--- src/hw/rtl/ipv4hb_pkg.sv ---
// ----------------------------------------------------------------------------
// ipv4hb_pkg
// Shared types and constants of the IPv4 header builder.
// ----------------------------------------------------------------------------
`default_nettype none

package ipv4hb_pkg;

	localparam int HDR_BYTES   = 20;
	localparam int IDX_W       = 5;
	localparam int QUEUE_DEPTH = 4;
	localparam int QPTR_W      = 2;
	localparam int QCNT_W      = 3;
	localparam int PADDR_W     = 5;
	localparam int ACC_W       = 20;

	localparam logic [15:0] MAX_PAYLOAD = 16'd65515;
	localparam logic [7:0]  VER_IHL     = 8'h45;

	// input command codes
	localparam logic CMD_START   = 1'b0;
	localparam logic CMD_PAYLOAD = 1'b1;

	// queue entry kinds
	localparam logic KIND_HDR  = 1'b0;
	localparam logic KIND_DATA = 1'b1;

	// register indexes
	localparam logic [2:0] REG_SRC_ADDR     = 3'd0;
	localparam logic [2:0] REG_DST_ADDR     = 3'd1;
	localparam logic [2:0] REG_PROTO_NUM    = 3'd2;
	localparam logic [2:0] REG_TIME_TO_LIVE = 3'd3;
	localparam logic [2:0] REG_SERVICE_TYPE = 3'd4;
	localparam logic [2:0] REG_FRAG_FLAGS   = 3'd5;
	localparam logic [2:0] REG_IDENT        = 3'd6;
	localparam logic [2:0] REG_FRAG_OFFSET  = 3'd7;

	typedef struct packed {
		logic [31:0] src_addr;
		logic [31:0] dst_addr;
		logic [7:0]  proto_num;
		logic [7:0]  time_to_live;
		logic [7:0]  service_type;
		logic [2:0]  frag_flags;
		logic [15:0] ident;
		logic [12:0] frag_offset;
	} cfg_t;

	// one classified item: a header request (data = total length) or a byte
	typedef struct packed {
		logic        kind;
		logic [15:0] data;
		logic        last;
	} qent_t;

endpackage

`default_nettype wire

--- src/hw/rtl/ipv4_header_builder.sv ---
// ----------------------------------------------------------------------------
// ipv4_header_builder
// Builds a 20-byte IPv4 header with checksum, then passes the payload bytes.
// ----------------------------------------------------------------------------
// A start item (cmd 0) carries the payload length, saturated to 65515; the
// block answers with a 20-byte IPv4 header in network order (version 4, IHL
// 5, the configured fields, total length 20 plus payload, ones' complement
// checksum at bytes 10-11). Payload items (cmd 1) then pass through one byte
// each until the announced count is sent; last marks the final byte of the
// packet, or header byte 19 for an empty payload. Payload bytes arriving
// while none are expected are dropped, and a start arriving early abandons
// the unfinished packet. A payload item gives one byte, a start item
// twenty, one byte per cycle unless stalled, from a single output register.
// The front accepts items into a four-entry queue, so input keeps flowing
// one item per cycle while the queue has room; it stalls during a header
// burst once the queue fills. An accepted item is written to a queue slot,
// then its first byte to the output register. The checksum is accumulated
// one word per header byte, folded at byte 9, so no wide adder tree sits in
// any path. Write the APB registers only while the block is idle.
`default_nettype none

module ipv4_header_builder (
	input  wire logic                           clk,
	input  wire logic                           arst_n,
	// input channel
	input  wire logic                           in_valid,
	output logic                                in_stall,
	input  wire logic                           cmd,
	input  wire logic [15:0]                    payload_length,
	input  wire logic [7:0]                     payload_byte,
	// output channel
	output logic                                out_valid,
	input  wire logic                           out_stall,
	output logic      [7:0]                     out_byte,
	output logic                                last,
	// configuration port
	input  wire logic                           psel,
	input  wire logic                           penable,
	input  wire logic                           pwrite,
	input  wire logic [ipv4hb_pkg::PADDR_W-1:0] paddr,
	input  wire logic [31:0]                    pwdata,
	output logic      [31:0]                    prdata,
	output logic                                pready
);

	ipv4hb_pkg::cfg_t  cfg;
	ipv4hb_pkg::qent_t push_ent;
	ipv4hb_pkg::qent_t head;
	logic              push;
	logic              pop;
	logic              q_empty;
	logic              q_full;

	// hold the input whenever the queue has no room
	assign in_stall = q_full;

	ipv4hb_regs u_regs (
		.clk     (clk),
		.arst_n  (arst_n),
		.psel    (psel),
		.penable (penable),
		.pwrite  (pwrite),
		.paddr   (paddr),
		.pwdata  (pwdata),
		.prdata  (prdata),
		.pready  (pready),
		.cfg     (cfg)
	);

	// front: classify each item, count payload, drop strays
	ipv4hb_front u_front (
		.clk            (clk),
		.arst_n         (arst_n),
		.in_valid       (in_valid),
		.in_stall       (in_stall),
		.cmd            (cmd),
		.payload_length (payload_length),
		.payload_byte   (payload_byte),
		.push           (push),
		.push_ent       (push_ent)
	);

	// queue: decouple acceptance from emission
	ipv4hb_queue u_queue (
		.clk      (clk),
		.arst_n   (arst_n),
		.push     (push),
		.push_ent (push_ent),
		.pop      (pop),
		.head     (head),
		.empty    (q_empty),
		.full     (q_full)
	);

	// back: expand header entries into bytes, advance one byte per cycle unless out_stall
	ipv4hb_back u_back (
		.clk       (clk),
		.arst_n    (arst_n),
		.cfg       (cfg),
		.head      (head),
		.empty     (q_empty),
		.pop       (pop),
		.out_stall (out_stall),
		.out_valid (out_valid),
		.out_byte  (out_byte),
		.last      (last)
	);

endmodule

`default_nettype wire

--- src/hw/rtl/ipv4hb_regs.sv ---
// ----------------------------------------------------------------------------
// ipv4hb_regs
// APB register file holding the configured header fields.
// ----------------------------------------------------------------------------
`default_nettype none

module ipv4hb_regs (
	input  wire logic                          clk,
	input  wire logic                          arst_n,
	input  wire logic                          psel,
	input  wire logic                          penable,
	input  wire logic                          pwrite,
	input  wire logic [ipv4hb_pkg::PADDR_W-1:0] paddr,
	input  wire logic [31:0]                   pwdata,
	output logic      [31:0]                   prdata,
	output logic                               pready,
	output ipv4hb_pkg::cfg_t                   cfg
);

	ipv4hb_pkg::cfg_t cfg_q;
	logic [2:0]       reg_idx;
	logic             wr_en;

	assign reg_idx = paddr[ipv4hb_pkg::PADDR_W-1:2];
	assign wr_en   = psel && penable && pwrite;
	assign pready  = 1'b1;
	assign cfg     = cfg_q;

	always_ff @(posedge clk or negedge arst_n) begin
		if (!arst_n) begin
			cfg_q.src_addr     <= 32'd0;
			cfg_q.dst_addr     <= 32'd0;
			cfg_q.proto_num    <= 8'd1;
			cfg_q.time_to_live <= 8'd64;
			cfg_q.service_type <= 8'd0;
			cfg_q.frag_flags   <= 3'd2;
			cfg_q.ident        <= 16'd0;
			cfg_q.frag_offset  <= 13'd0;
		end else if (wr_en) begin
			case (reg_idx)
				ipv4hb_pkg::REG_SRC_ADDR:     cfg_q.src_addr     <= pwdata;
				ipv4hb_pkg::REG_DST_ADDR:     cfg_q.dst_addr     <= pwdata;
				ipv4hb_pkg::REG_PROTO_NUM:    cfg_q.proto_num    <= pwdata[7:0];
				ipv4hb_pkg::REG_TIME_TO_LIVE: cfg_q.time_to_live <= pwdata[7:0];
				ipv4hb_pkg::REG_SERVICE_TYPE: cfg_q.service_type <= pwdata[7:0];
				ipv4hb_pkg::REG_FRAG_FLAGS:   cfg_q.frag_flags   <= pwdata[2:0];
				ipv4hb_pkg::REG_IDENT:        cfg_q.ident        <= pwdata[15:0];
				ipv4hb_pkg::REG_FRAG_OFFSET:  cfg_q.frag_offset  <= pwdata[12:0];
				default: ;
			endcase
		end
	end

	always_comb begin
		case (reg_idx)
			ipv4hb_pkg::REG_SRC_ADDR:     prdata = cfg_q.src_addr;
			ipv4hb_pkg::REG_DST_ADDR:     prdata = cfg_q.dst_addr;
			ipv4hb_pkg::REG_PROTO_NUM:    prdata = {24'd0, cfg_q.proto_num};
			ipv4hb_pkg::REG_TIME_TO_LIVE: prdata = {24'd0, cfg_q.time_to_live};
			ipv4hb_pkg::REG_SERVICE_TYPE: prdata = {24'd0, cfg_q.service_type};
			ipv4hb_pkg::REG_FRAG_FLAGS:   prdata = {29'd0, cfg_q.frag_flags};
			ipv4hb_pkg::REG_IDENT:        prdata = {16'd0, cfg_q.ident};
			ipv4hb_pkg::REG_FRAG_OFFSET:  prdata = {19'd0, cfg_q.frag_offset};
			default:                      prdata = 32'd0;
		endcase
	end

endmodule

`default_nettype wire

--- src/hw/rtl/ipv4hb_front.sv ---
// ----------------------------------------------------------------------------
// ipv4hb_front
// Accepts input items, tracks the expected payload count and classifies.
// ----------------------------------------------------------------------------
`default_nettype none

module ipv4hb_front (
	input  wire logic        clk,
	input  wire logic        arst_n,
	input  wire logic        in_valid,
	input  wire logic        in_stall,
	input  wire logic        cmd,
	input  wire logic [15:0] payload_length,
	input  wire logic [7:0]  payload_byte,
	output logic             push,
	output ipv4hb_pkg::qent_t push_ent
);

	logic [15:0] rem_q;
	logic [15:0] plen_sat;
	logic        accept;

	assign accept   = in_valid && !in_stall;
	assign plen_sat = (payload_length > ipv4hb_pkg::MAX_PAYLOAD) ?
		ipv4hb_pkg::MAX_PAYLOAD : payload_length;

	always_comb begin
		push_ent = '0;
		push     = 1'b0;
		if (cmd == ipv4hb_pkg::CMD_START) begin
			push_ent.kind = ipv4hb_pkg::KIND_HDR;
			push_ent.data = plen_sat + 16'(ipv4hb_pkg::HDR_BYTES);
			push_ent.last = (plen_sat == 16'd0);
			push          = accept;
		end else begin
			push_ent.kind = ipv4hb_pkg::KIND_DATA;
			push_ent.data = {8'd0, payload_byte};
			push_ent.last = (rem_q == 16'd1);
			// drop stray bytes
			push          = accept && (rem_q != 16'd0);
		end
	end

	always_ff @(posedge clk or negedge arst_n) begin
		if (!arst_n) begin
			rem_q <= 16'd0;
		end else if (accept) begin
			if (cmd == ipv4hb_pkg::CMD_START) begin
				rem_q <= plen_sat;
			end else if (rem_q != 16'd0) begin
				rem_q <= rem_q - 16'd1;
			end
		end
	end

endmodule

`default_nettype wire

--- src/hw/rtl/ipv4hb_queue.sv ---
// ----------------------------------------------------------------------------
// ipv4hb_queue
// Small FIFO between the classifying front and the emitting back.
// ----------------------------------------------------------------------------
`default_nettype none

module ipv4hb_queue (
	input  wire logic              clk,
	input  wire logic              arst_n,
	input  wire logic              push,
	input  wire ipv4hb_pkg::qent_t push_ent,
	input  wire logic              pop,
	output ipv4hb_pkg::qent_t      head,
	output logic                   empty,
	output logic                   full
);

	ipv4hb_pkg::qent_t               slot_q [ipv4hb_pkg::QUEUE_DEPTH];
	logic [ipv4hb_pkg::QPTR_W-1:0]   wptr_q;
	logic [ipv4hb_pkg::QPTR_W-1:0]   rptr_q;
	logic [ipv4hb_pkg::QCNT_W-1:0]   count_q;

	assign empty = (count_q == '0);
	assign full  = (count_q == ipv4hb_pkg::QCNT_W'(ipv4hb_pkg::QUEUE_DEPTH));
	assign head  = slot_q[rptr_q];

	always_ff @(posedge clk) begin
		if (push) begin
			slot_q[wptr_q] <= push_ent;
		end
	end

	always_ff @(posedge clk or negedge arst_n) begin
		if (!arst_n) begin
			wptr_q  <= '0;
			rptr_q  <= '0;
			count_q <= '0;
		end else begin
			if (push) begin
				wptr_q <= wptr_q + 1'b1;
			end
			if (pop) begin
				rptr_q <= rptr_q + 1'b1;
			end
			if (push && !pop) begin
				count_q <= count_q + 1'b1;
			end else if (pop && !push) begin
				count_q <= count_q - 1'b1;
			end
		end
	end

`ifndef SYNTHESIS
	a_no_overflow: assert property (@(posedge clk) disable iff (!arst_n)
		!(push && full && !pop))
		else $error("queue push while full");
	a_no_underflow: assert property (@(posedge clk) disable iff (!arst_n)
		!(pop && empty))
		else $error("queue pop while empty");
	a_count_bound: assert property (@(posedge clk) disable iff (!arst_n)
		count_q <= ipv4hb_pkg::QCNT_W'(ipv4hb_pkg::QUEUE_DEPTH))
		else $error("queue count beyond depth");
`endif

endmodule

`default_nettype wire

--- src/hw/rtl/ipv4hb_back.sv ---
// ----------------------------------------------------------------------------
// ipv4hb_back
// Emits header bytes with a running checksum, and passes payload bytes.
// ----------------------------------------------------------------------------
`default_nettype none

module ipv4hb_back (
	input  wire logic              clk,
	input  wire logic              arst_n,
	input  wire ipv4hb_pkg::cfg_t  cfg,
	input  wire ipv4hb_pkg::qent_t head,
	input  wire logic              empty,
	output logic                   pop,
	input  wire logic              out_stall,
	output logic                   out_valid,
	output logic [7:0]             out_byte,
	output logic                   last
);

	logic [ipv4hb_pkg::IDX_W-1:0] idx_q;
	logic [ipv4hb_pkg::ACC_W-1:0] acc_q;
	logic                         out_valid_q;
	logic [7:0]                   out_byte_q;
	logic                         last_q;

	logic                         take;
	logic                         is_hdr;
	logic                         hdr_end;
	logic [15:0]                  word;
	logic [16:0]                  fold1;
	logic [15:0]                  csum;
	logic [7:0]                   hdr_byte;

	assign take    = !empty && (!out_valid_q || !out_stall);
	assign is_hdr  = (head.kind == ipv4hb_pkg::KIND_HDR);
	assign hdr_end = (idx_q == ipv4hb_pkg::IDX_W'(ipv4hb_pkg::HDR_BYTES - 1));
	assign pop     = take && (!is_hdr || hdr_end);

	// checksum word added while header byte idx_q goes out
	always_comb begin
		case (idx_q)
			5'd0:    word = {ipv4hb_pkg::VER_IHL, cfg.service_type};
			5'd1:    word = head.data;
			5'd2:    word = cfg.ident;
			5'd3:    word = {cfg.frag_flags, cfg.frag_offset};
			5'd4:    word = {cfg.time_to_live, cfg.proto_num};
			5'd5:    word = cfg.src_addr[31:16];
			5'd6:    word = cfg.src_addr[15:0];
			5'd7:    word = cfg.dst_addr[31:16];
			5'd8:    word = cfg.dst_addr[15:0];
			default: word = 16'd0;
		endcase
	end

	assign fold1 = {1'b0, acc_q[15:0]} + {13'd0, acc_q[19:16]};
	assign csum  = ~(acc_q[15:0] + {15'd0, acc_q[16]});

	always_comb begin
		case (idx_q)
			5'd0:    hdr_byte = ipv4hb_pkg::VER_IHL;
			5'd1:    hdr_byte = cfg.service_type;
			5'd2:    hdr_byte = head.data[15:8];
			5'd3:    hdr_byte = head.data[7:0];
			5'd4:    hdr_byte = cfg.ident[15:8];
			5'd5:    hdr_byte = cfg.ident[7:0];
			5'd6:    hdr_byte = {cfg.frag_flags, cfg.frag_offset[12:8]};
			5'd7:    hdr_byte = cfg.frag_offset[7:0];
			5'd8:    hdr_byte = cfg.time_to_live;
			5'd9:    hdr_byte = cfg.proto_num;
			5'd10:   hdr_byte = csum[15:8];
			5'd11:   hdr_byte = acc_q[7:0];
			5'd12:   hdr_byte = cfg.src_addr[31:24];
			5'd13:   hdr_byte = cfg.src_addr[23:16];
			5'd14:   hdr_byte = cfg.src_addr[15:8];
			5'd15:   hdr_byte = cfg.src_addr[7:0];
			5'd16:   hdr_byte = cfg.dst_addr[31:24];
			5'd17:   hdr_byte = cfg.dst_addr[23:16];
			5'd18:   hdr_byte = cfg.dst_addr[15:8];
			5'd19:   hdr_byte = cfg.dst_addr[7:0];
			default: hdr_byte = 8'd0;
		endcase
	end

	// accumulate, fold, then hold the final checksum for its low byte
	always_ff @(posedge clk) begin
		if (take && is_hdr) begin
			if (idx_q == 5'd0) begin
				acc_q <= {4'd0, word};
			end else if (idx_q <= 5'd8) begin
				acc_q <= acc_q + {4'd0, word};
			end else if (idx_q == 5'd9) begin
				acc_q <= {3'd0, fold1};
			end else if (idx_q == 5'd10) begin
				acc_q <= {4'd0, csum};
			end
		end
	end

	always_ff @(posedge clk or negedge arst_n) begin
		if (!arst_n) begin
			idx_q <= '0;
		end else if (take && is_hdr) begin
			idx_q <= hdr_end ? '0 : idx_q + 1'b1;
		end
	end

	always_ff @(posedge clk or negedge arst_n) begin
		if (!arst_n) begin
			out_valid_q <= 1'b0;
		end else if (take) begin
			out_valid_q <= 1'b1;
		end else if (!out_stall) begin
			out_valid_q <= 1'b0;
		end
	end

	always_ff @(posedge clk) begin
		if (take) begin
			out_byte_q <= is_hdr ? hdr_byte : head.data[7:0];
			last_q     <= is_hdr ? (hdr_end && head.last) : head.last;
		end
	end

	assign out_valid = out_valid_q;
	assign out_byte  = out_byte_q;
	assign last      = last_q;

`ifndef SYNTHESIS
	a_idx_bound: assert property (@(posedge clk) disable iff (!arst_n)
		idx_q <= ipv4hb_pkg::IDX_W'(ipv4hb_pkg::HDR_BYTES - 1))
		else $error("header index beyond last byte");
	a_hdr_holds_head: assert property (@(posedge clk) disable iff (!arst_n)
		(idx_q != '0) |-> (!empty && is_hdr))
		else $error("header in progress without its queue entry");
`endif

endmodule

`default_nettype wire

--- config.mk ---
export PLATFORM = sky130hd
export DESIGN_NAME = ipv4_header_builder
export DESIGN_NICKNAME = d
export VERILOG_FILES = /design/src/hw/rtl/ipv4hb_pkg.sv /design/src/hw/rtl/ipv4_header_builder.sv /design/src/hw/rtl/ipv4hb_regs.sv /design/src/hw/rtl/ipv4hb_front.sv /design/src/hw/rtl/ipv4hb_queue.sv /design/src/hw/rtl/ipv4hb_back.sv
export SDC_FILE = /design/constraint.sdc
export NUM_CORES = 1
export LEC_CHECK = 0
export BUFFER_PORTS_ARGS = -buffer_cell sky130_fd_sc_hd__buf_2
export CAP_MARGIN = 20
export CORE_UTILIZATION = 56
export DETAILED_ROUTE_END_ITERATION = 8
export GPL_ROUTABILITY_DRIVEN = 1
export PLACE_DENSITY = 0.78
export REMOVE_ABC_BUFFERS = 1
export SETUP_SLACK_MARGIN = 0.2
export SLEW_MARGIN = 20
export SYNTH_ARGS = -nofsm -noshare
export SYNTH_HDL_FRONTEND = slang
export SYNTH_SLANG_ARGS = --single-unit
--- constraint.sdc ---
create_clock -name clk -period 3.05 [get_ports clk]
set_input_delay 0.305 -clock clk [delete_from_list [all_inputs] [get_ports clk]]
set_output_delay 0.305 -clock clk [all_outputs]
set_load 0.01 [all_outputs]
# Word-level counts from Yosys, hierarchy flattened
# Memories as Yosys holds them, arrays and structs flattened.
# Cells that the tools add are included.
# Widths: inputs -> output; s select.
dict set report op_classes {
  addsub 10
  order_cmp 2
  eq_ne 30
  muxes 21
  bitwise_logic 2
  n_reduce_logical 35
}
# op count
set op_table {}
lappend op_table {{$pmux 32 s8} 1}
lappend op_table {{$pmux 8 s20} 1}
lappend op_table {{$pmux 16 s9} 1}
lappend op_table {{$mux 16} 4}
lappend op_table {{$mux 20} 3}
lappend op_table {{$eq 5x4->1 const B} 8}
lappend op_table {{$add 20x16->20} 1}
lappend op_table {{$eq 5x3->1 const B} 4}
lappend op_table {{$eq 5x5->1 const B} 4}
lappend op_table {{$reduce_and 2->1} 10}
lappend op_table {{$mux 18} 1}
lappend op_table {{$add 16x4->17} 1}
lappend op_table {{$add 16x1->16} 1}
lappend op_table {{$add 16x5->16 const B} 1}
lappend op_table {{$eq 16x1->1 const B} 1}
lappend op_table {{$gt 16x16->1 const B} 1}
lappend op_table {{$logic_not 16->1} 1}
lappend op_table {{$not 16->16} 1}
lappend op_table {{$reduce_bool 16->1} 1}
lappend op_table {{$sub 16x1->16 const B} 1}
lappend op_table {{$eq 3x3->1 const B} 5}
lappend op_table {{$eq 5x2->1 const B} 2}
lappend op_table {{$logic_and 1x1->1} 10}
lappend op_table {{$mux 8} 1}
lappend op_table {{other kinds (19)} 35}
dict set report word_totals {
  reg_bits 178
  mem_bits_rw 72
  in_bits 69
  out_inout_bits 44
  word_cells 119
  n_memories 1
}
# name depth width read_ports rd_clocked_by_memory_dff wr line
set memory_table {}
lappend memory_table {u_queue.slot_q 4 18 1 0 1 ipv4hb_queue.sv:18} ;# ipv4hb_pkg::qent_t slot_q [ipv4hb_pkg::QUEUE_DEPTH];

# Depth between registers and ports, before layout
# Gate-level depths: netlist (run 1).
dict set report depth {
  depth_word 9
  mapped_depth 16
  ltp_nobuf 16
}

# Cells and area by module
# From an unflattened synthesis (run 1), not the netlist that was laid out.
dict set report unflattened {
  cells_unflattened 1368
  area_unflattened_um2 15331.0
}
# mod instances cells_each area_each_um2 seq_area_each_um2
set by_module_without_submodules {}
lappend by_module_without_submodules {ipv4hb_regs 1 380 5392.7 3006.6}
lappend by_module_without_submodules {ipv4hb_back 1 643 5337.6 1021.0}
lappend by_module_without_submodules {ipv4hb_queue 1 128 2992.9 2337.2}
lappend by_module_without_submodules {ipv4hb_front 1 217 1607.8 400.4}

# Worst setup path after synthesis (run 1)
# Ideal clock, no wire load.
dict set report synth_timing {
  path_type {register -> register}
  startpoint {register u_back.idx_q[0] in the netlist's numbering}
  endpoint {register u_back.acc_q[19] in the netlist's numbering, data pin}
  arrival_time_ns 3.041
  required_time_ns 2.792
  path_slack_ns -0.249
  path_stages_with_launch 16
  period_less_slack_ns 3.299
  cell_sequence {dfrtp_1 inv_1 ha_1 clkbuf_1 and4bb_4 buf_6 a32oi_1 nand3_1 a221o_1 ha_1 o21ai_0 nor4_1 a22oi_1 nor2b_1 mux2i_1 nand2_1}
}
dict set report synth_via {
  elab_chain_len 4
}
# item line
set synth_lines {}
lappend synth_lines {{start: declaration} ipv4hb_back.sv:20} ;# logic [ipv4hb_pkg::IDX_W-1:0] idx_q;
lappend synth_lines {{start signal: assignment} ipv4hb_back.sv:103} ;# idx_q <= hdr_end ? '0 : idx_q + 1'b1;
lappend synth_lines {{$eq 5x4->1, or another cell as far along} ipv4hb_back.sv:41} ;# case (idx_q)
lappend synth_lines {{$pmux 16 s9} ipv4hb_back.sv:41}
lappend synth_lines {{$add 20x16->20} ipv4hb_back.sv:90} ;# acc_q <= acc_q + {4'd0, word};
lappend synth_lines {{$mux 20} ipv4hb_back.sv:89} ;# end else if (idx_q <= 5'd8) begin
lappend synth_lines {{end signal: assignment} ipv4hb_back.sv:88} ;# acc_q <= {4'd0, word};
lappend synth_lines {{end signal: assignment} ipv4hb_back.sv:90}
lappend synth_lines {{end signal: assignment} ipv4hb_back.sv:92} ;# acc_q <= {3'd0, fold1};
lappend synth_lines {{end: declaration} ipv4hb_back.sv:21} ;# logic [ipv4hb_pkg::ACC_W-1:0] acc_q;
# Parallel ways exist; a longest one is shown, timed or not.
# A chain may end at the register's enable or synchronous reset.

# Final worst setup path (run 1)
dict set report layout_timing {
  startpoint {register u_back.idx_q[0] in the netlist's numbering}
  endpoint {register u_back.acc_q[13] in the netlist's numbering, data pin}
}
dict set report layout_via {
  elab_chain_len 5
}
# item line
set layout_lines {}
lappend layout_lines {{$eq 5x4->1, or another cell as far along} ipv4hb_back.sv:41}
lappend layout_lines {{$pmux 16 s9} ipv4hb_back.sv:41}
lappend layout_lines {{$add 20x16->20} ipv4hb_back.sv:90}
lappend layout_lines {{$mux 20} ipv4hb_back.sv:89}
lappend layout_lines {{$mux 16 (*)} ipv4hb_back.sv:87} ;# if (idx_q == 5'd0) begin
# Mark *: on every way between the ends. The rest lies on a longest branch, timed or not.

==> results of run 1 <==
worst max-delay path by stage:
stage | to | slack (ns) | cells after the start
after global routing | u_back.acc_q[12]$_DFFE_PP_ | -0.64 | 17
after global placement | u_back.acc_q[19]$_SDFFCE_PP0P_ | -0.77 | 15
final | u_back.acc_q[13]$_DFFE_PP_ | -0.57 | 16
after detailed placement | u_back.acc_q[15]$_DFFE_PP_ | -0.74 | 15
after floorplan | u_back.acc_q[16]$_SDFFCE_PP0P_ | -2.29 | 12
after CTS | u_back.acc_q[13]$_DFFE_PP_ | -0.47 | 15
kinds of logic (layout without fill, tap and decap cells):
family          Yosys count  in the layout
simple gates            391            391
other cells               1              1
compound gates          349            349
flops                   250            250
fa+ha+maj                38             38
buf+inv                 121            485
xor+xnor                 52             52
mux                     217            217
timing repair:
action,CTS,global route
endpoints found under the hold margin,100,0
pin swaps,31,34
endpoints found under the setup margin,21,20
gates cloned,0,0
buffers inserted,15,9
hold buffers,19,0
gates resized for setup,84,30
per-layer routing:
metal  GRT usage  up-vias  routed length (um)
li1            -     6149                   -
met5           0        -                   0
met3      0.0613      192                5050
met4       0.166        0                2610
met2       0.634      866               25600
met1       0.528     6992               22100
worst max-delay path, cell delays in order, from the launching register on:
cell      delay, ns
dfrtp_2        0.44
inv_4          0.07
ha_4           0.18
buf_4          0.18
nor4b_4        0.17
buf_4          0.15
a222oi_1       0.34
nand3_1        0.19
ha_1           0.34
buf_4          0.12
o211ai_1       0.10
o211ai_1       0.35
buf_4          0.20
nand3b_1       0.12
a21oi_2        0.17
xnor2_1        0.14
o21ai_1        0.08
state kept, by name, indices dropped and copies added (netlist names), 3 cells and up:
register / flops
u_queue.slot_q: 72
u_back.out_byte: 8
u_front.rem_q: 16
u_queue.count_q: 3
u_back.idx_q: 5
u_back.acc_q: 20
u_regs.cfg: 120
layout make-up:
| type | instances | area [um2] | area share |
|---|---|---|---|
| multi-input combinational | 1048 | 8660 | 0.434 |
| sequential | 250 | 6770 | 0.339 |
| timing repair buffer | 409 | 3050 | 0.153 |
| clock buffer | 41 | 815 | 0.0408 |
| tap | 372 | 465 | 0.0233 |
| inverter | 27 | 104 | 0.00521 |
| clock inverter | 8 | 80.1 | 0.00402 |
synthesized netlist by cell type, drive strengths merged, types with 10 or more instances:
master / count / area share
a21oi: 65 / 0.022
a221oi: 17 / 0.010
a22o: 15 / 0.0085
a22oi: 41 / 0.020
and3: 20 / 0.0081
buf: 69 / 0.029
clkbuf: 25 / 0.0061
dfrtp: 146 / 0.24
edfxtp: 101 / 0.20
ha: 35 / 0.028
inv: 26 / 0.0063
mux2: 133 / 0.096
mux2i: 60 / 0.039
mux4: 24 / 0.035
nand2: 111 / 0.027
nand3: 48 / 0.016
nand4: 20 / 0.0085
nor2: 89 / 0.022
nor2b: 15 / 0.0067
nor3: 25 / 0.0090
nor4: 11 / 0.0044
o211ai: 10 / 0.0052
o21ai: 76 / 0.025
o22ai: 27 / 0.011
xnor2: 31 / 0.017
xor2: 21 / 0.012
report_power, final:
part / switching (mW) / total, mW / internal, mW
clock: 1.41 / 3.34 / 1.93
combinational: 6.94 / 13.3 / 6.34
sequential: 1.06 / 5.76 / 4.70
metrics by stage:
step           instances  power (mW)  cell area, um2  hold slack [ns]  setup TNS (ns)
2_1_floorplan       1325        11.6           15000          0.00941          -65.76
3_3_place_gp        2063        16.9           18100            0.359           -7.89
3_5_place_dp        2063        17.1           18100            0.372           -8.04
4_1_cts             2146        21.5           19700           0.0138           -5.11
5_1_grt             2155        23.3           19900           0.0218           -8.23
6_report            2155        22.4           19900           0.0171           -6.55
==> impl_metrics.py, run 1 <==
metrics = {
    "detailed_routing": {
        "dr.pass1.iters": 6,
        "drtIter0Drc": 1608,
        "wl_um": 55400,
        "via_count": 14200,
        "viasPerCell": 6.59,
        "ant_nets": 0,
        "avgRoutedWirePerCell_um": 25.7,
        "route.detailed.drc": 0,
    },
    "sta": {
        "grt_setup_unrepaired": "true",
        "setup_ws_ns": -0.572,
        "period_needed_ns": 3.62,
        "finalHoldViolCount": 0,
        "timing.slew.headroom": 0.313,
        "clock_skew_ns": 0.0262,
        "finalSetupViolCount": 17,
        "fmax_ghz": 0.276,
        "finalMaxSlewViolations": 0,
        "tightest_slew_ns": 1.03,
        "final.period_utilization": 1.19,
    },
    "clock_network": {
        "clk_latency_ns": 0.58,
        "clkSlewWorstSetupHoldPaths_ns": 0.07,
        "clock-sinks": 250,
        "cts_max_level": 1,
        "clock_path_buffers": 3,
        "cts_root_buffer": "clkbuf_16",
        "cts_inserted_buffers": 27,
        "cts_tree": "done",
    },
    "power_and_ir_drop": {
        "leakagePower_nw": 8.46,
        "power_density_mw_per_mm2": 1120,
        "ir_worst_vdd_mv": 0.647,
    },
    "synth": {
        "async_flop_share": 0.596,
        "synth-xor-area-share": 0.0293,
        "yosys.area_share.adder": 0.0321,
        "syn_area_mm2": 0.0155,
        "synth-compound-area-share": 0.157,
        "syn_inst": 1419,
        "synth_edf_count": 101,
        "muxShareOfSynthArea": 0.170,
        "synth_area_per_cell_um2": 10.9,
        "synth_seq_area_share": 0.436,
        "yosysWarnings": 0,
        "synth-seq-cells": 250,
        "synth_top_flop_cell": "dfrtp_1",
        "ys_types": 96,
        "synthSimpleGateAreaFrac": 0.134,
        "synth_top_family_by_area": "multiplexers",
    },
    "final_layout": {
        "final_cell_mix": "buf_4, dfrtp_1, mux2_2",
        "num_antenna_cells": 0,
        "filler_cell_count": 1886,
        "synthToLayoutAreaGrowth_pct": 28.5,
        "final_core_util": 0.736,
        "layout_commonest_cell": "buf_4",
        "fin_nets": 1870,
        "drive_above_1_share": 0.396,
    },
    "hold_path": {
        "holdCritPathClass": "primary input to register",
        "min_path_cells": 3,
        "holdPathEnd": "u_back.out_valid$_DFFE_PN0P_",
        "min_from": "out_stall",
    },
    "critical_path": {
        "crit_required_ns": 3.34,
        "r2r_slack_ns": -0.57,
        "arrival_ns": 3.91,
        "crit_start": "u_back.idx_q[0]$_DFFE_PN0P_",
        "critPathMaxFanout": 11,
        "end_kind": "register",
        "ff2ff_path_depth": 16,
        "reg2reg_from": "u_back.idx_q[0]$_DFFE_PN0P_",
        "crit_path_start_kind": "register",
        "reg2reg_to": "u_back.acc_q[13]$_DFFE_PP_",
        "crit_type": "register to register",
    },
    "die": {
        "initial_core_util": 0.573,
        "die_h_um": 169,
        "core-area_mm2": 0.0271,
        "rows": 60,
        "dieArea_mm2": 0.0284,
        "die_x_um": 169,
        "io_pins": 113,
    },
    "placed_design": {
        "place_congestion": 1.04,
        "numPortBuffers": 109,
        "pre_cts_ws_ns": -0.736,
        "dp_hpwl_um": 41100,
    },
    "global_route": {
        "first_global_vias": 14000,
        "grt_use_total": 0.392,
        "grt_overflow_total": 0,
        "antenna_found_initial": 0,
        "grt_max_degree": 69,
        "grt_pass1_wl_um": 83900,
    },
    "run": {
        "maxCapViolations": 0,
    },
    "status": {
        "outcome": "complete, but fails checks",
        "violations": "setup timing",
    },
}
Note: power is estimated with default switching activity, not from simulation.
==> run 2: changes to the inputs <==
--- a/config.mk
+++ b/config.mk
@@ -9,11 +9,10 @@
 export CAP_MARGIN = 20
 export CORE_UTILIZATION = 56
 export DETAILED_ROUTE_END_ITERATION = 8
-export GPL_ROUTABILITY_DRIVEN = 1
-export PLACE_DENSITY = 0.78
+export GPL_ROUTABILITY_DRIVEN = 0
+export PLACE_DENSITY_LB_ADDON = 0.15
 export REMOVE_ABC_BUFFERS = 1
 export SETUP_SLACK_MARGIN = 0.2
-export SLEW_MARGIN = 20
 export SYNTH_ARGS = -nofsm -noshare
 export SYNTH_HDL_FRONTEND = slang
 export SYNTH_SLANG_ARGS = --single-unit
==> run 2 against run 1 <==
Largest cell class unchanged. Sequential power is 1% higher. The flow still finishes with violations (setup timing). Critical endpoint is now u_back.acc_q[15]$_DFFE_PP_. Highest routed layer unchanged. Clock skew is 0.016 ns lower. Maximum frequency is 1.7% higher. Design area is 1.6% lower. Clock-buffer cell count stayed put. First-iteration DRC count is 12% higher. Hold slack worse by 0.0071 ns.
==> impl_metrics.py, run 2 (synthesis gave the netlist of run 1 again) <==
metrics = {
    "status": {
        "outcome": "complete, but fails checks",
        "violations": "setup timing",
    },
    "detailed_routing": {
        "wl_met2_um": 23600,
        "met1_length_um": 20800,
        "met3_length_um": 5800,
        "route.detailed.drc": 0,
        "drtIter0Drc": 1800,
        "dr.pass1.iters": 8,
        "ant_nets": 0,
        "via_count": 14100,
        "wl_um": 52800,
        "dr.max_layer_used": "met4",
        "avgRoutedWirePerCell_um": 25.0,
        "viasPerCell": 6.67,
    },
    "power_and_ir_drop": {
        "leakagePower_nw": 8.28,
        "power_density_mw_per_mm2": 1120,
        "ir_worst_vdd_mv": 0.675,
        "power_mw": 22.0,
    },
    "global_route": {
        "antenna_found_initial": 1,
        "grt_max_degree": 86,
        "first_global_vias": 13600,
        "grt_pass1_wl_um": 80200,
        "grt_use_total": 0.370,
        "grt_overflow_total": 0,
    },
    "final_layout": {
        "filler_cell_count": 1893,
        "fin_nets": 1826,
        "num_antenna_cells": 0,
        "layout_commonest_cell": "buf_4",
        "largest_reg_flops": 120,
        "drive_above_1_share": 0.382,
        "ff_latch_area_mm2": 0.00677,
        "multi_input_comb_area_mm2": 0.00866,
        "synthToLayoutAreaGrowth_pct": 26.4,
        "final_cell_mix": "buf_4, dfrtp_1, mux2_2",
    },
    "critical_path": {
        "reg2reg_to": "u_back.acc_q[15]$_DFFE_PP_",
        "critical_path.top_delay_family": "compound AO/OA/AOI/OAI gates",
        "crit_cells": 14,
        "path_cells": "inv_2, ha_4, buf_4, nor4b_4, buf_4, a222oi_1, nand3_2, ha_4, a21oi_1, o211ai_1, a22oi_2, nor2b_4, xor2_1, a221oi_1",
        "path_buf_inv": 3,
        "ff2ff_path_depth": 14,
        "critPathMaxFanout": 10,
        "r2r_slack_ns": -0.51,
        "cp-endpoint": "u_back.acc_q[15]$_DFFE_PP_",
        "crit_start": "u_back.idx_q[0]$_DFFE_PN0P_",
        "end_kind": "register",
        "crit_path_start_kind": "register",
        "critPathMaxStageDelay_ns": 0.42,
        "arrival_ns": 3.83,
        "reg2reg_from": "u_back.idx_q[0]$_DFFE_PN0P_",
        "crit_required_ns": 3.32,
        "crit_type": "register to register",
        "slowest_stage": "dfrtp_1",
    },
    "die": {
        "die_x_um": 169,
        "io_pins": 113,
        "die_h_um": 169,
        "rows": 60,
        "core-area_mm2": 0.0271,
        "dieArea_mm2": 0.0284,
        "initial_core_util": 0.573,
    },
    "clock_network": {
        "cts_inserted_buffers": 28,
        "clock_path_buffers": 3,
        "cts_root_buffer": "clkbuf_16",
        "cts_max_level": 1,
        "clkSlewWorstSetupHoldPaths_ns": 0.06,
        "clk_latency_ns": 0.56,
        "clock-sinks": 250,
        "cts_tree": "done",
    },
    "run": {
        "maxCapViolations": 0,
    },
    "placed_design": {
        "dp_hpwl_um": 38000,
        "numPortBuffers": 109,
    },
    "sta": {
        "finalSetupViolCount": 17,
        "finalMaxSlewViolations": 0,
        "grt_setup_unrepaired": "true",
        "period_needed_ns": 3.56,
        "finalHoldViolCount": 0,
        "clock_skew_ns": 0.0104,
        "setup_ws_ns": -0.512,
        "final.period_utilization": 1.17,
        "timing.slew.headroom": 0.497,
        "fmax_ghz": 0.281,
        "tns_ns": -6.28,
        "tightest_slew_ns": 0.753,
        "hold-worst-slack_ns": 0.0100,
    },
    "hold_path": {
        "min_from": "pwdata[17]",
        "holdCritPathClass": "primary input to register",
    },
}
-- run 2: changes by cell type in the layout (fill, tap and decap cells not counted), moves of 3 or more --
| cell | change |
|---|---|
| ha_4 | -3 |
| buf_6 | -4 |
| o21ai_2 | +3 |
| ha_1 | +3 |
| buf_4 | -40 |
-- run 2: worst reg2reg max path, delay by kind of cell (launching register included) --
kind            cells  cell delay, ns
xor+xnor            1            0.16
simple gates        3            0.59
compound gates      5            1.18
fa+ha+maj           2            0.50
flops               1            0.42
buf+inv             3            0.43
-- run 2: cell type report --
cell class              instances  share of cell area
well taps                     372              0.0237
inverters                      27             0.00536
clock inverters                10             0.00599
clock buffers                  41              0.0413
multi-input cells            1048               0.441
flip-flops and latches        250               0.345
repair buffers                364               0.137
-- run 2: worst min-delay path by stage --
stage / end / cells past startpoint
floorplan: u_back.idx_q[0]$_DFFE_PN0P_ / 0
global placement: u_regs.cfg[113]$_DFFE_PN0P_ / 1
detailed placement: u_regs.cfg[81]$_DFFE_PN0P_ / 1
CTS: u_regs.cfg[105]$_DFFE_PN0P_ / 2
global route: u_regs.cfg[83]$_DFFE_PN0P_ / 2
finish: u_regs.cfg[105]$_DFFE_PN0P_ / 2
-- run 2: metal layers --
metal,up-vias,track usage
met1,6858,0.506
li1,6047,-
met4,0,0.147
met3,205,0.0769
met5,-,0
met2,977,0.580
-- run 2: power breakdown --
part | leakage (nW) | switching, mW | internal, mW
clock | 0.460 | 1.41 | 2.01
sequential | 2.81 | 1.13 | 4.69
combinational | 5.01 | 6.87 | 5.94
-- run 2: what timing repair did --
action / CTS / global route
gates resized for setup: 78 / 32
hold buffers: 18 / 0
setup endpoints to repair: 21 / 24
pin swaps: 42 / 27
buffers inserted: 12 / 6
hold endpoints to repair: 56 / 0
-- run 2: per-stage QoR --
step | cells | instance area, um2 | util | setup slack (ns)
5_1_grt | 2112 | 19600 | 0.724 | -0.592
4_1_cts | 2105 | 19400 | 0.715 | -0.373
3_5_place_dp | 2024 | 17800 | 0.657 | -0.631
6_report | 2112 | 19600 | 0.724 | -0.512
2_1_floorplan | 1325 | 15000 | - | -2.29
3_3_place_gp | 2024 | 17800 | 0.657 | -0.522
